<file path="src/sv/esm_pkg.sv">
package esm_pkg;

  // Width of one pattern character and of the pattern register.
  localparam int unsigned CHAR_W    = 8;
  localparam int unsigned PATTERN_W = 64;
  localparam int unsigned LEN_REG_W = 4;
  localparam int unsigned WAIT_W    = 16;
  localparam int unsigned ELAPSED_W = 17;

  // Request codes carried by in_req_type.
  localparam logic [1:0] REQ_BYTE  = 2'd0;
  localparam logic [1:0] REQ_TICK  = 2'd1;
  localparam logic [1:0] REQ_ABORT = 2'd2;
  localparam logic [1:0] REQ_START = 2'd3;

  // Search status codes carried by out_search_status.
  localparam logic [1:0] STATUS_WAITING = 2'd0;
  localparam logic [1:0] STATUS_MATCHED = 2'd1;
  localparam logic [1:0] STATUS_TIMEOUT = 2'd2;
  localparam logic [1:0] STATUS_ABORTED = 2'd3;

  // Configuration register indexes.
  localparam logic [1:0] CFG_PATTERN = 2'd0;
  localparam logic [1:0] CFG_LEN     = 2'd1;
  localparam logic [1:0] CFG_WAIT    = 2'd2;

  // Reset values of the configuration registers.
  localparam logic [PATTERN_W-1:0] PATTERN_RESET = '0;
  localparam logic [LEN_REG_W-1:0] LEN_RESET     = 4'd1;
  localparam logic [WAIT_W-1:0]    WAIT_RESET    = 16'd30;

  // Per-transaction control handed from the top level to the state units.
  typedef struct packed {
    logic clear;
    logic shift;
    logic tick;
  } esm_ctl_t;

  // Folds ASCII upper-case letters to lower case; other codes pass unchanged.
  function automatic logic [CHAR_W-1:0] fold_case(input logic [CHAR_W-1:0] c);
    logic [CHAR_W-1:0] r;
    r = c;
    if (c >= 8'h41 && c <= 8'h5A) begin
      r = c + 8'h20;
    end
    return r;
  endfunction

endpackage

</file>
<file path="src/sv/expect_string_matcher.sv">
// Expect-string matcher: watches received modem bytes for a configured string,
// compared without regard to ASCII letter case, and counts one-second ticks
// against a wait limit. Each input transaction (byte, tick, abort or start)
// yields exactly one result transaction carrying the search status after it.
// The block accepts one transaction per cycle unless the result side holds
// results back. An accepted transaction is registered in the input register
// and moves into the result register once that register is free; its result
// is then held there until the result side takes it. The rate is set only by
// how fast the result side takes results. Once a search has ended, only a
// start transaction clears the window, the timer and the outcome.
// Configuration is written through the cfg port, which is always ready, and
// should be written while the block is idle.
module expect_string_matcher #(
  parameter int unsigned MAX_PATTERN = 8
) (
  input  logic                              clk,
  input  logic                              rst_n,
  // Input channel
  input  logic                              in_valid,
  output logic                              in_ready,
  input  logic [1:0]                        in_req_type,
  input  logic [esm_pkg::CHAR_W-1:0]        in_rx_byte,
  // Result channel
  output logic                              out_valid,
  input  logic                              out_ready,
  output logic [1:0]                        out_search_status,
  // Configuration write channel
  input  logic                              cfg_valid,
  output logic                              cfg_ready,
  input  logic [1:0]                        cfg_index,
  input  logic [esm_pkg::PATTERN_W-1:0]     cfg_data
);

  logic [esm_pkg::PATTERN_W-1:0] pattern_r;
  logic [esm_pkg::LEN_REG_W-1:0] pattern_len_r;
  logic [esm_pkg::WAIT_W-1:0]    wait_seconds_r;

  logic                          s1_valid_r;
  logic [1:0]                    s1_req_r;
  logic [esm_pkg::CHAR_W-1:0]    s1_byte_r;
  logic                          s1_go;

  logic [1:0]                    outcome_r;
  logic [1:0]                    outcome_nxt;
  logic                          out_valid_r;
  logic [1:0]                    out_status_r;

  esm_pkg::esm_ctl_t             ctl;
  logic                          match;
  logic                          timeout;

  // Configuration registers.
  assign cfg_ready = 1'b1;

  always_ff @(posedge clk) begin
    if (!rst_n) begin
      pattern_r      <= esm_pkg::PATTERN_RESET;
      pattern_len_r  <= esm_pkg::LEN_RESET;
      wait_seconds_r <= esm_pkg::WAIT_RESET;
    end else if (cfg_valid && cfg_ready) begin
      unique case (cfg_index)
        esm_pkg::CFG_PATTERN: pattern_r      <= cfg_data;
        esm_pkg::CFG_LEN:     pattern_len_r  <= cfg_data[esm_pkg::LEN_REG_W-1:0];
        esm_pkg::CFG_WAIT:    wait_seconds_r <= cfg_data[esm_pkg::WAIT_W-1:0];
        default: begin
        end
      endcase
    end
  end

  // Handshake: the input register moves on whenever the result register is free.
  assign s1_go    = s1_valid_r && (!out_valid_r || out_ready);
  assign in_ready = !s1_valid_r || s1_go;

  // Input register.
  always_ff @(posedge clk) begin
    if (!rst_n) begin
      s1_valid_r <= 1'b0;
    end else if (in_ready) begin
      s1_valid_r <= in_valid;
    end
  end

  always_ff @(posedge clk) begin
    if (in_valid && in_ready) begin
      s1_req_r  <= in_req_type;
      s1_byte_r <= in_rx_byte;
    end
  end

  // Control for the window and timer; once the search has ended, only a start moves them.
  always_comb begin
    ctl.clear = s1_go && (s1_req_r == esm_pkg::REQ_START);
    ctl.shift = s1_go && (outcome_r == esm_pkg::STATUS_WAITING) &&
                (s1_req_r == esm_pkg::REQ_BYTE);
    ctl.tick  = s1_go && (outcome_r == esm_pkg::STATUS_WAITING) &&
                (s1_req_r == esm_pkg::REQ_TICK);
  end

  esm_window #(
    .MAX_PATTERN (MAX_PATTERN)
  ) u_window (
    .clk         (clk),
    .rst_n       (rst_n),
    .ctl         (ctl),
    .rx_byte     (s1_byte_r),
    .pattern     (pattern_r),
    .pattern_len (pattern_len_r),
    .match       (match)
  );

  esm_timer u_timer (
    .clk          (clk),
    .rst_n        (rst_n),
    .ctl          (ctl),
    .wait_seconds (wait_seconds_r),
    .timeout      (timeout)
  );

  // Next outcome for the transaction in the input register.
  always_comb begin
    outcome_nxt = outcome_r;
    if (s1_req_r == esm_pkg::REQ_START) begin
      outcome_nxt = esm_pkg::STATUS_WAITING;
    end else if (outcome_r == esm_pkg::STATUS_WAITING) begin
      unique case (s1_req_r)
        esm_pkg::REQ_BYTE:  outcome_nxt = match ? esm_pkg::STATUS_MATCHED
                                                : esm_pkg::STATUS_WAITING;
        esm_pkg::REQ_TICK:  outcome_nxt = timeout ? esm_pkg::STATUS_TIMEOUT
                                                  : esm_pkg::STATUS_WAITING;
        esm_pkg::REQ_ABORT: outcome_nxt = esm_pkg::STATUS_ABORTED;
        default:            outcome_nxt = esm_pkg::STATUS_WAITING;
      endcase
    end
  end

  // Outcome state.
  always_ff @(posedge clk) begin
    if (!rst_n) begin
      outcome_r <= esm_pkg::STATUS_WAITING;
    end else if (s1_go) begin
      outcome_r <= outcome_nxt;
    end
  end

  // Result register.
  always_ff @(posedge clk) begin
    if (!rst_n) begin
      out_valid_r <= 1'b0;
    end else if (s1_go) begin
      out_valid_r <= 1'b1;
    end else if (out_ready) begin
      out_valid_r <= 1'b0;
    end
  end

  always_ff @(posedge clk) begin
    if (s1_go) begin
      out_status_r <= outcome_nxt;
    end
  end

  assign out_valid         = out_valid_r;
  assign out_search_status = out_status_r;

  // An ended search stays ended until a start transaction comes through.
  a_outcome_sticky: assert property (@(posedge clk) disable iff (!rst_n)
    s1_go && (outcome_r != esm_pkg::STATUS_WAITING) &&
    (s1_req_r != esm_pkg::REQ_START) |=> outcome_r == $past(outcome_r))
    else $error("outcome changed after the search had ended");

  // A start transaction always reports waiting.
  a_start_clears: assert property (@(posedge clk) disable iff (!rst_n)
    s1_go && (s1_req_r == esm_pkg::REQ_START) |=>
    outcome_r == esm_pkg::STATUS_WAITING && out_search_status == esm_pkg::STATUS_WAITING)
    else $error("start did not clear the outcome");

  // The presented result always equals the outcome state it was loaded with.
  a_result_tracks_state: assert property (@(posedge clk) disable iff (!rst_n)
    s1_go |=> out_valid && out_search_status == outcome_r)
    else $error("result register disagrees with outcome state");

  // The input side stalls only when both pipeline registers are full and blocked.
  a_stall_reason: assert property (@(posedge clk) disable iff (!rst_n)
    !in_ready |-> s1_valid_r && out_valid_r && !out_ready)
    else $error("input stalled without a full pipeline");

endmodule

</file>
<file path="src/sv/esm_window.sv">
module esm_window #(
  parameter int unsigned MAX_PATTERN = 8
) (
  input  logic                               clk,
  input  logic                               rst_n,
  input  esm_pkg::esm_ctl_t                  ctl,
  input  logic [esm_pkg::CHAR_W-1:0]         rx_byte,
  input  logic [esm_pkg::PATTERN_W-1:0]      pattern,
  input  logic [esm_pkg::LEN_REG_W-1:0]      pattern_len,
  output logic                               match
);

  localparam int unsigned IDX_W = (MAX_PATTERN > 1) ? $clog2(MAX_PATTERN) : 1;
  localparam int unsigned LEN_W = $clog2(MAX_PATTERN + 1);

  // Window of the most recent bytes, entry 0 is the oldest.
  logic [esm_pkg::CHAR_W-1:0] recent_r   [MAX_PATTERN];
  logic [esm_pkg::CHAR_W-1:0] recent_nxt [MAX_PATTERN];
  logic [LEN_W-1:0]           n_used;

  // Clamp the configured length into 1..MAX_PATTERN.
  always_comb begin
    if (pattern_len == '0) begin
      n_used = LEN_W'(1);
    end else if ({{(32-esm_pkg::LEN_REG_W){1'b0}}, pattern_len} > 32'(MAX_PATTERN)) begin
      n_used = LEN_W'(MAX_PATTERN);
    end else begin
      n_used = LEN_W'(pattern_len);
    end
  end

  // Window contents after this byte has been shifted in.
  always_comb begin
    for (int i = 0; i < MAX_PATTERN - 1; i++) begin
      recent_nxt[i] = recent_r[i+1];
    end
    recent_nxt[MAX_PATTERN-1] = rx_byte;
  end

  // Case-folded compare of the newest n_used bytes against the pattern.
  always_comb begin
    logic [IDX_W:0] pos;
    match = 1'b1;
    for (int i = 0; i < MAX_PATTERN; i++) begin
      pos = (IDX_W+1)'(MAX_PATTERN) - (IDX_W+1)'(n_used) + (IDX_W+1)'(i);
      if ((IDX_W+1)'(i) < (IDX_W+1)'(n_used)) begin
        if (esm_pkg::fold_case(recent_nxt[pos[IDX_W-1:0]]) !=
            esm_pkg::fold_case(pattern[esm_pkg::CHAR_W*i +: esm_pkg::CHAR_W])) begin
          match = 1'b0;
        end
      end
    end
  end

  // Window register: cleared on reset and on start, shifted on a byte.
  always_ff @(posedge clk) begin
    if (!rst_n || ctl.clear) begin
      for (int i = 0; i < MAX_PATTERN; i++) begin
        recent_r[i] <= '0;
      end
    end else if (ctl.shift) begin
      for (int i = 0; i < MAX_PATTERN; i++) begin
        recent_r[i] <= recent_nxt[i];
      end
    end
  end

endmodule

</file>
<file path="src/sv/esm_timer.sv">
module esm_timer (
  input  logic                          clk,
  input  logic                          rst_n,
  input  esm_pkg::esm_ctl_t             ctl,
  input  logic [esm_pkg::WAIT_W-1:0]    wait_seconds,
  output logic                          timeout
);

  logic [esm_pkg::ELAPSED_W-1:0] elapsed_r;
  logic [esm_pkg::ELAPSED_W-1:0] elapsed_nxt;

  // Saturating increment and compare against the wait limit.
  always_comb begin
    if (&elapsed_r) begin
      elapsed_nxt = elapsed_r;
    end else begin
      elapsed_nxt = elapsed_r + esm_pkg::ELAPSED_W'(1);
    end
    timeout = elapsed_nxt >
              {{(esm_pkg::ELAPSED_W-esm_pkg::WAIT_W){1'b0}}, wait_seconds};
  end

  // Elapsed seconds since the last start.
  always_ff @(posedge clk) begin
    if (!rst_n || ctl.clear) begin
      elapsed_r <= '0;
    end else if (ctl.tick) begin
      elapsed_r <= elapsed_nxt;
    end
  end

endmodule

</file>
<file path="config.mk">
export PLATFORM = sky130hd
export DESIGN_NAME = expect_string_matcher
export DESIGN_NICKNAME = d
export VERILOG_FILES = /design/src/sv/esm_pkg.sv /design/src/sv/expect_string_matcher.sv /design/src/sv/esm_window.sv /design/src/sv/esm_timer.sv
export SDC_FILE = /design/constraint.sdc
export NUM_CORES = 1
export LEC_CHECK = 0
export BUFFER_PORTS_ARGS = -buffer_cell sky130_fd_sc_hd__buf_2
export CAP_MARGIN = 10
export CORE_MARGIN = 5
export CORE_UTILIZATION = 50
export CTS_BUF_LIST = sky130_fd_sc_hd__clkbuf_4
export CTS_CLUSTER_SIZE = 28
export DETAILED_ROUTE_END_ITERATION = 8
export PLACE_DENSITY = 0.68
export SYNTH_ARGS = -nofsm -noshare
export SYNTH_HDL_FRONTEND = slang
export SYNTH_HIERARCHICAL = 1
export SYNTH_SLANG_ARGS = --single-unit
</file>
<file path="constraint.sdc">
create_clock -name clk -period 6.1 [get_ports clk]
set_input_delay 0.61 -clock clk [delete_from_list [all_inputs] [get_ports clk]]
set_output_delay 0.61 -clock clk [all_outputs]
set_load 0.01 [all_outputs]
</file>
### After elaboration in Yosys (flattened, before gate mapping)

Memory sizes are Yosys's and may differ from the RTL's.
Index checks and enable logic that the tools add are counted.

| word-level totals | value |
|---|---|
| bits in writable memories | 64 |
| register bits | 117 |
| input port bits | 81 |
| logic and storage cells | 247 |
| memories | 1 |

| operators by class | value |
|---|---|
| reduce and logical (&&, ||, !) cells | 37 |
| magnitude comparators | 50 |
| equal/unequal tests | 13 |
| $add $sub $neg | 25 |
| mux-type cells | 95 |
| bitwise gates (word level) | 16 |

Memory list:

| name | words | width | rd ports | clocked after Yosys merged registers in | wr ports | RTL line | source |
|---|---|---|---|---|---|---|---|
| u_window.recent_r | 8 | 8 | 7 | 0 | 8 | esm_window.sv:17 | `logic [esm_pkg::CHAR_W-1:0] recent_r [MAX_PATTERN];` |

Operators by type and width:

| kind | count |
|---|---|
| two-way mux 8 bit | 56 |
| binary-select mux 8 bit (select 3 bit) | 8 |
| adder 8 x 6 -> 8 bit, second input constant | 16 |
| >= comparator 8 x 7 -> 1 bit, second input constant | 16 |
| <= comparator 8 x 7 -> 1 bit, second input constant | 16 |
| != test 8 bit | 8 |
| >= comparator 4 bit, second input constant | 8 |
| NOT 3 -> 4 bit | 8 |
| two-way mux 1 bit | 24 |
| logical AND 1 bit | 22 |
| adder 17 x 1 -> 17 bit, second input constant | 1 |
| greater-than comparator 17 x 16 -> 1 bit | 1 |
| two-way mux 17 bit | 1 |
| AND reduction 17 bit | 1 |
| < comparator 3 x 4 -> 1 bit, first input constant | 4 |
| adder 3 bit, second input constant | 4 |
| < comparator 1 x 4 -> 1 bit, first input constant | 2 |
| < comparator 2 x 4 -> 1 bit, first input constant | 2 |
| two-way mux 4 bit | 2 |
| OR 1 bit | 8 |
| adder 3 x 2 -> 3 bit, second input constant | 2 |
| == test 2 bit, second input constant | 3 |
| zero test 2 bit | 3 |
| two-way mux 2 bit | 3 |
| 10 further kinds | 17 |

### Longest topological paths before layout

Gate-level depths: netlist of run 1.

| depth | value |
|---|---|
| word-level depth | 33 |
| gate-level depth with buffers | 27 |

### By module

Netlist of run 1, hierarchy kept.

Modules (own cells, without submodules):

| module | times used | cells each | area an instance (um^2) |
|---|---|---|---|
| esm_window | 1 | 750 | 7332.0 |
| expect_string_matcher | 1 | 408 | 3749.8 |
| esm_timer | 1 | 185 | 1539.0 |

### Worst setup path after synthesis of run 1

Ideal clock, no wire load.

| path | value |
|---|---|
| path kind | flip-flop to flip-flop |
| start point | register pattern_len_r[0] (netlist bit) |
| end point | register outcome_r[0] |
| cell stages (with the launch flop) | 22 |
| clock period less this slack | 4939 ps |
| path slack | 1161 ps |
| arrival | 4880 ps |
| path through | dfxtp_1 > buf_2 > o21bai_1 > and2_1 > buf_4 > buf_4 > buf_6 > buf_4 > ha_1 > clkbuf_1 > clkinv_1 > clkbuf_1 > clkbuf_1 > mux2_2 > ha_1 > or4b_1 > nand3_1 > a32oi_1 > nor4_2 > nor2_1 > nor4bb_1 > o221a_2 |

| on the way | value |
|---|---|
| word-level cells in the longest chain between the ends | 33 |
| elaborated cells on any way between the ends | 128 |

Ends and longest elaborated chain:

| element | RTL line | source |
|---|---|---|
| start: declaration | expect_string_matcher.sv:35 | `logic [esm_pkg::LEN_REG_W-1:0] pattern_len_r;` |
| start signal: assignment | expect_string_matcher.sv:58 | `pattern_len_r <= esm_pkg::LEN_RESET;` |
| start signal: assignment | expect_string_matcher.sv:63 | `esm_pkg::CFG_LEN: pattern_len_r <= cfg_data[esm_pkg::LEN_REG_W-1:0];` |
| greater-than comparator 4 bit | esm_window.sv:25 | `end else if ({{(32-esm_pkg::LEN_REG_W){1'b0}}, pattern_len} > 32'(MAX_PATTERN)) begin` |
| two-way mux 4 bit | esm_window.sv:25 |  |
| two-way mux 4 bit (*) | esm_window.sv:23 | `if (pattern_len == '0) begin` |
| parallel branches: the longest is 25 deep, another holds >= comparator 8 x 7 -> 1 bit | -- |  |
| two-way mux 1 bit (*) | esm_window.sv:46 | `if ((IDX_W+1)'(i) < (IDX_W+1)'(n_used)) begin` |
| net match | expect_string_matcher.sv:49 | `logic match;` |
| two-way mux 1 bit (*) | expect_string_matcher.sv:127 | `esm_pkg::REQ_BYTE: outcome_nxt = match ? esm_pkg::STATUS_MATCHED` |
| case mux 2 bit (3 select lines) (*) | expect_string_matcher.sv:126 | `unique case (s1_req_r)` |
| two-way mux 2 bit (*) | expect_string_matcher.sv:125 | `end else if (outcome_r == esm_pkg::STATUS_WAITING) begin` |
| two-way mux 2 bit (*) | expect_string_matcher.sv:123 | `if (s1_req_r == esm_pkg::REQ_START) begin` |
| end signal: assignment | expect_string_matcher.sv:140 | `outcome_r <= esm_pkg::STATUS_WAITING;` |
| end signal: assignment | expect_string_matcher.sv:142 | `outcome_r <= outcome_nxt;` |
| end: declaration | expect_string_matcher.sv:43 | `logic [1:0] outcome_r;` |

Mark *: on every way through the listed nets, which the timed path passes. The select of a mux whose other input is x is not followed.
A chain may end at the register's enable or synchronous reset.

### Final worst setup path of run 1

Same ends and word-level chain as after synthesis.

==> impl_metrics.toml, run 1 <==
[synth]
synth_warnings = 6
synth-main-ff-cell = "dfxtp_1"
synth_seq_cells = 173
syn_nets = 1459
postSynthCellCount = 1343
syn_area_mm2 = 0.0126
async_flop_share_pct = 0
synth-edff-count = 68
seq_area_frac_synth_pct = 32.8
ys_types = 84
avgSynthCellArea_um2 = 9.40

[sta]
fin_crit_ps = 5780
final_hold_viol_count = 0
fmax_mhz = 173
post-route-period-util_pct = 94.7
finalSetupTns_ps = 0
worst_pin_slew_ps = 931
maxSlewHeadroom_pct = 37.7
finClkSkew_ps = 17.1
setup_viol_count_final = 0
rsz0062_at_grt = "no"
maxSlewViolCount = 0

[global_routing]
grt_pass1_wl_mm = 52.8
grt_max_degree = 92
overflow = 0
grt_util_all_layers_pct = 23.0
grt_pass1_vias = 9806
antenna_found_initial = 2

[final_layout]
syn_to_final_growth_pct = 7.20
fin_area_mm2 = 0.0135
stdcell_count = 1736
drive_gt1_share_pct = 16.5
nets = 1507

[status]
status = "finished with violations"
failed_checks = "DRC"

[placed_design]
dpl_cell_area_mm2 = 0.0132
io_buffers = 84
place_hpwl_mm = 24.9
place.gp.congestion = 0.964
dpl.cell_count = 1702

[critical_path]
cp.required_ps = 6630
path_class = "flop to flop"
worstSetupStartpointType = "flop"
path_buf_inv = 3
endpoint_kind = "flop"
path_max_fanout = 11
crit_chain = "o21bai_1 > and2_2 > inv_2 > ha_1 > xnor2_4 > buf_4 > mux2_1 > mux2_2 > mux2i_1 > inv_1 > ha_1 > o31ai_1 > xor2_1 > nor4_1 > a41oi_1 > nor4_2 > nor2_1 > nor4bb_1 > o221a_2"
crit_family = "simple AND/OR/NAND/NOR gates"
crit_slowest_cell = "dfxtp_1"
worstPathArrival_ps = 6310
crit_top_cell = "ha_1"
slowest_delay_ps = 550

[clock_tree]
cts_tree = "built"
root_buffer = "clkbuf_4"
clock_sinks = 173
numCtsBuffers = 17
hold_buffers = 0
clock_latency_ps = 570
htreeDepth = 4
cts_buffer_depth = 2
path_clk_slew_ps = 160
cts_setup_buffers = 0

[die]
die_w_um = 169
rows = 58
core_area_mm2 = 0.0250
die_h_um = 169
io-pin-count = 86
die_area_mm2 = 0.0285
initial_core_util_pct = 50.4

[routing]
totalWireLength_mm = 33.4
routedWlPerCell_um = 19.2
drc = 2
postRouteAntennaNets = 0
drtIter0Drc = 833
vias = 10400
drtPass1Iterations = 9
via_per_inst = 5.98

[hold_path]
hp-class = "input pin to flop"

[power]
p_per_area_mw_per_mm2 = 203
max-vdd-ir-drop_mv = 0.154
p_leak_nw = 5.87

[flow_run]
maxCapViolations = 0
layout make-up:
cell class	instances	area, µm²
Inverter	39	146
Clock buffer	17	128
Sequential cell	173	4140
Antenna cell	2	5.00
Clock inverter	15	194
Multi-Input combinational cell	1054	7910
Timing Repair Buffer	106	589
Tap cell	330	413
Fill cell	2347	11500
metrics by stage:
stage / hold WS, ps / total power [W] / util, % / worst slack [ps]
after floorplan: 438 / 0.00183 / - / 1160
after global placement: 451 / 0.00201 / 52.7 / 432
after detailed placement: 459 / 0.00202 / 52.7 / 377
after CTS: 148 / 0.00276 / 54.0 / 362
after global routing: 113 / 0.00289 / 54.0 / 16.2
final: 192 / 0.00275 / 54.0 / 324
report_power, final:
group          internal, W  switching, W  leakage (nW)
Clock             0.000282      0.000460         0.179
Sequential         0.00125     0.0000744          1.55
Combinational     0.000298      0.000384          4.14
cell usage in the layout (no fill, tap or decap), types with 12 or more instances in the layout:
cell,Yosys,final
xnor2_1,46,46
mux2i_1,133,133
a32oi_1,12,12
o21ai_0,30,30
nor2b_1,21,19
mux2_2,19,19
and3_1,50,50
mux4_2,42,42
edfxtp_1,68,68
a31oi_1,12,12
a21oi_1,29,29
and2_1,22,21
inv_1,37,37
buf_2,22,84
buf_4,9,21
nand2_1,218,218
nor2_1,64,64
a21boi_0,17,17
dfxtp_1,105,105
xor2_1,41,41
nand3_1,33,33
a21boi_1,60,60
clkbuf_4,0,17
ha_1,35,34
nor3_1,22,22
flip-flops by register name (all words and copies together), names as in the netlist, 2 cells and up:
signal,flops
wait_seconds_r,16
u_window/recent_r,56
s1_byte_r,8
outcome_r,2
out_search_status,2
pattern_r,64
s1_req_r,2
pattern_len_r,4
u_timer/elapsed_r,17
cells in the mapped netlist (all sizes together), types with 32 or more instances:
| library cell | number | share of area, % |
|---|---|---|
| edfxtp | 68 | 16 |
| dfxtp | 105 | 17 |
| nor2 | 64 | 1.9 |
| ha | 35 | 3.5 |
| nand3 | 34 | 1.4 |
| and3 | 52 | 2.6 |
| mux2i | 133 | 11 |
| xnor2 | 48 | 3.5 |
| buf | 47 | 2.6 |
| o21ai | 32 | 1.3 |
| xor2 | 41 | 2.8 |
| nand2 | 219 | 6.5 |
| inv | 38 | 1.1 |
| a21boi | 77 | 4.6 |
| mux4 | 42 | 7.5 |
final timing paths:
kind | slack [ps] | start | to | depth (start not counted)
worst max-delay path | 320 | pattern_len_r[0] | outcome_r[0] | 19
worst min-delay path | 190 | in_rx_byte[2] | s1_byte_r[2] | 1
worst max register to register | 320 | pattern_len_r[0] | outcome_r[0] | 19
worst min register to register | 480 | wait_seconds_r[6] | wait_seconds_r[6] | 2
repair_timing:
action	in CTS	in global routing
hold endpoints to repair	0	0
gates resized for setup	0	1
setup endpoints to repair	0	1
metal layers:
metal  global-route usage [%]  wire (µm)  up-vias
met1                     32.3      15100     4955
li1                         -          -     4983
met2                     35.5      14800      386
met3                     5.53       2590       57
met5                        0          0        -
met4                     6.63        860        0
kinds of logic after synthesis:
group,Yosys count,synth area share [%]
AO/OA/AOI/OAI,235,13.4
XOR/XNOR,89,6.38
adder cells (fa/ha/maj),35,3.47
buffers and inverters,116,4.66
flip-flops,173,32.8
multiplexers,195,19.8
other,1,0.0297
AND/OR/NAND/NOR,499,19.4
(Power assumes the default switching activity.)
==> run 2: changes to the inputs <==
--- a/config.mk
+++ b/config.mk
@@ -5,6 +5,7 @@
 export SDC_FILE = /design/constraint.sdc
 export NUM_CORES = 1
 export LEC_CHECK = 0
+export ABC_AREA = 1
 export BUFFER_PORTS_ARGS = -buffer_cell sky130_fd_sc_hd__buf_2
 export CAP_MARGIN = 10
 export CORE_MARGIN = 5
@@ -12,6 +13,7 @@
 export CTS_BUF_LIST = sky130_fd_sc_hd__clkbuf_4
 export CTS_CLUSTER_SIZE = 28
 export DETAILED_ROUTE_END_ITERATION = 8
+export MAX_ROUTING_LAYER = met4
 export PLACE_DENSITY = 0.68
 export SYNTH_ARGS = -nofsm -noshare
 export SYNTH_HDL_FRONTEND = slang
==> impl_metrics.toml, run 2 <==
[routing]
vias = 12400
routed.top_layer = "met4"
postRouteAntennaNets = 0
met3_length_mm = 2.63
wl_met2_mm = 17.2
via_per_inst = 5.37
drc = 0
wl_met1_mm = 16.9
drtIter0Drc = 998
routedWlPerCell_um = 16.3
drtPass1Iterations = 6
totalWireLength_mm = 37.8

[critical_path]
endpoint_kind = "flop"
r2r_start = "pattern_len_r[3]"
cp.required_ps = 6560
path_max_fanout = 71
r2r_slack_ps = 1200
worstPathArrival_ps = 5360
reg2reg_depth = 23
r2r_end = "out_search_status[0]"
worstSetupStartpointType = "flop"
path_class = "flop to flop"

[sta]
maxSlewHeadroom_pct = 26.6
worst_pin_slew_ps = 1100
final_hold_viol_count = 0
fmax_mhz = 204
finalSetupTns_ps = 0
whs_ps = 166
fin_crit_ps = 4900
finClkSkew_ps = 33.5
maxSlewViolCount = 0
post-route-period-util_pct = 80.3
fin_ws_ps = 1200
rsz0062_at_grt = "no"
setup_viol_count_final = 0

[global_routing]
antenna_found_initial = 1
grt_max_degree = 78
grt_pass1_vias = 11600
overflow = 0
grt_util_all_layers_pct = 27.3
grt_pass1_wl_mm = 60.9

[power]
p_leak_nw = 6.41
p_comb_share_pct = 33.6
power_frac_seq_pct = 43.1
max-vdd-ir-drop_mv = 0.177
switching_share_pct = 41.5
power_switching_w = 0.00127
p_per_area_mw_per_mm2 = 232
p_int_w = 0.00179
clkPwrFrac_pct = 23.3

[final_layout]
top_register = "pattern_r"
nets = 2094
largest_reg_flops = 64
num-fill-cells = 2529
stdcell_count = 2316
largestRegisters = "pattern_r x64, u_window/recent_r x56, u_timer/elapsed_r x17"
regArea_mm2 = 0.00414
syn_to_final_growth_pct = 5.82
final_common_cell = "nand2_1"
drive_gt1_share_pct = 9.19
multiInputGateArea_mm2 = 0.00705
final_cell_mix = "nand2_1 (543), nor2_1 (292), nand3_1 (260), inv_1 (205), dfxtp_1 (105)"

[die]
io-pin-count = 86
die_h_um = 168
initial_core_util_pct = 50.9
die_area_mm2 = 0.0282
core_area_mm2 = 0.0245
die_w_um = 168
rows = 57

[clock_tree]
clock_sinks = 173
cts_resized = 0
htreeDepth = 4
path_clk_slew_ps = 190
root_buffer = "clkbuf_4"
hold_buffers = 0
numCtsBuffers = 17
clock_latency_ps = 610
cts_setup_buffers = 0
cts_tree = "built"
cts_buffer_depth = 2

[synth]
avgSynthCellArea_um2 = 6.41
synth_seq_cells = 173
yosysTopAreaCell = "dfxtp_1"
synth.area.top_cells = "dfxtp_1 (17%), edfxtp_1 (16%), nand2_1 (16%)"
async_flop_share_pct = 0
synth-edff-count = 68
synth.top_cell.area_share_pct = 16.9
syn_nets = 2060
synth_warnings = 6
synth-main-ff-cell = "dfxtp_1"
synthTopCellsByCount = "nand2_1 (543), nor2_1 (292), nand3_1 (261)"
postSynthCellCount = 1944
yosysMostFrequentCell = "nand2_1"
ys_types = 45
syn_area_mm2 = 0.0125
seq_area_frac_synth_pct = 33.2

[placed_design]
place.gp.congestion = 0.949
io_buffers = 84
place_hpwl_mm = 29.0
dpl.cell_count = 2283
place_ws_ps = 1290

[hold_path]
hold_path_end = "s1_byte_r[2]"
hold_depth = 1
min_from = "in_rx_byte[2]"
hp-class = "input pin to flop"

[status]
status = "complete, no violations"

[flow_run]
maxCapViolations = 0
==> run 2: changes by cell type in the layout (fill, tap and decap cells not counted), sizes merged, moves of 21 or more <==
cell    delta
nand2    +347
nor2     +235
nand3    +234
inv      +178
mux2i    -132
o21ai    +109
a21boi    -76
and3      -52
mux4      -42
xnor2     -40
and2      -21
nor2b     -21
==> run 2: layout make-up <==
cell class                      instances  area share [%]
Multi-Input combinational cell       1478            53.4
Sequential cell                       173            31.4
Inverter                              215            6.12
Timing Repair Buffer                   93            3.70
Tap cell                              324            3.07
Clock inverter                         14            1.21
Clock buffer                           18            1.02
Antenna cell                            1          0.0190
==> run 2: power groups by stage <==
stage	registers, W	clock network, W	logic, W
finish	0.00132	0.000711	0.00103
global route	0.00133	0.000780	0.00116
CTS	0.00132	0.000738	0.00101
detailed placement	0.00134	0	0.00101
global placement	0.00134	0	0.000991
floorplan	0.00132	0	0.000766
==> run 2: cells by family (layout without fill, tap and decap cells) <==
| group | Yosys count | after routing | share of synthesized area, % |
|---|---|---|---|
| AND/OR/NAND/NOR | 1205 | 1205 | 41.7 |
| buffers and inverters | 293 | 340 | 10.2 |
| AO/OA/AOI/OAI | 200 | 200 | 8.56 |
| flip-flops | 173 | 173 | 33.2 |
| XOR/XNOR | 36 | 36 | 2.59 |
| adder cells (fa/ha/maj) | 35 | 35 | 3.51 |
| other | 1 | 2 | 0.0301 |
| multiplexers | 1 | 1 | 0.0803 |
==> run 2: how the worst max path moves through the flow <==
stage / startpoint / endpoint / slack (ps) / cells after the start
after floorplan: pattern_len_r[3] / out_search_status[0] / 2530 / 30
after global placement: pattern_len_r[3] / out_search_status[0] / 1340 / 22
after detailed placement: pattern_len_r[3] / out_search_status[0] / 1290 / 24
after CTS: pattern_len_r[3] / out_search_status[0] / 1270 / 24
after global routing: pattern_len_r[3] / out_search_status[0] / 640 / 27
final: pattern_len_r[3] / out_search_status[0] / 1200 / 23
==> run 2: per-layer routing <==
layer | GRT usage (%) | vias up
li1 | - | 6344
met1 | 35.5 | 5685
met2 | 43.1 | 359
met3 | 5.91 | 51
met4 | 7.62 | 0
met5 | - | -
==> run 2: through the flow <==
step	total power [W]	area (µm²)	util, %
global route	0.00326	13200	53.9
finish	0.00306	13200	53.9
CTS	0.00307	13200	53.9
global placement	0.00233	12900	52.7
floorplan	0.00209	12500	-
detailed placement	0.00235	12900	52.7
==> run 2: critical path, stage by stage, from the launching register on <==
cell	delay, ps
dfxtp_1	420
inv_2	230
nand3_2	610
nand2_2	240
buf_4	570
o21ai_1	270
o21ai_0	480
nand2_1	90
nand2_1	170
inv_1	60
ha_1	280
inv_1	50
nand4_1	90
nand2_1	80
o21ai_0	80
inv_1	60
nand2_1	130
nand2_1	90
nand3_1	80
a21oi_1	280
nor2_1	90
nor2_1	140
nor2_1	50
nor2_1	80
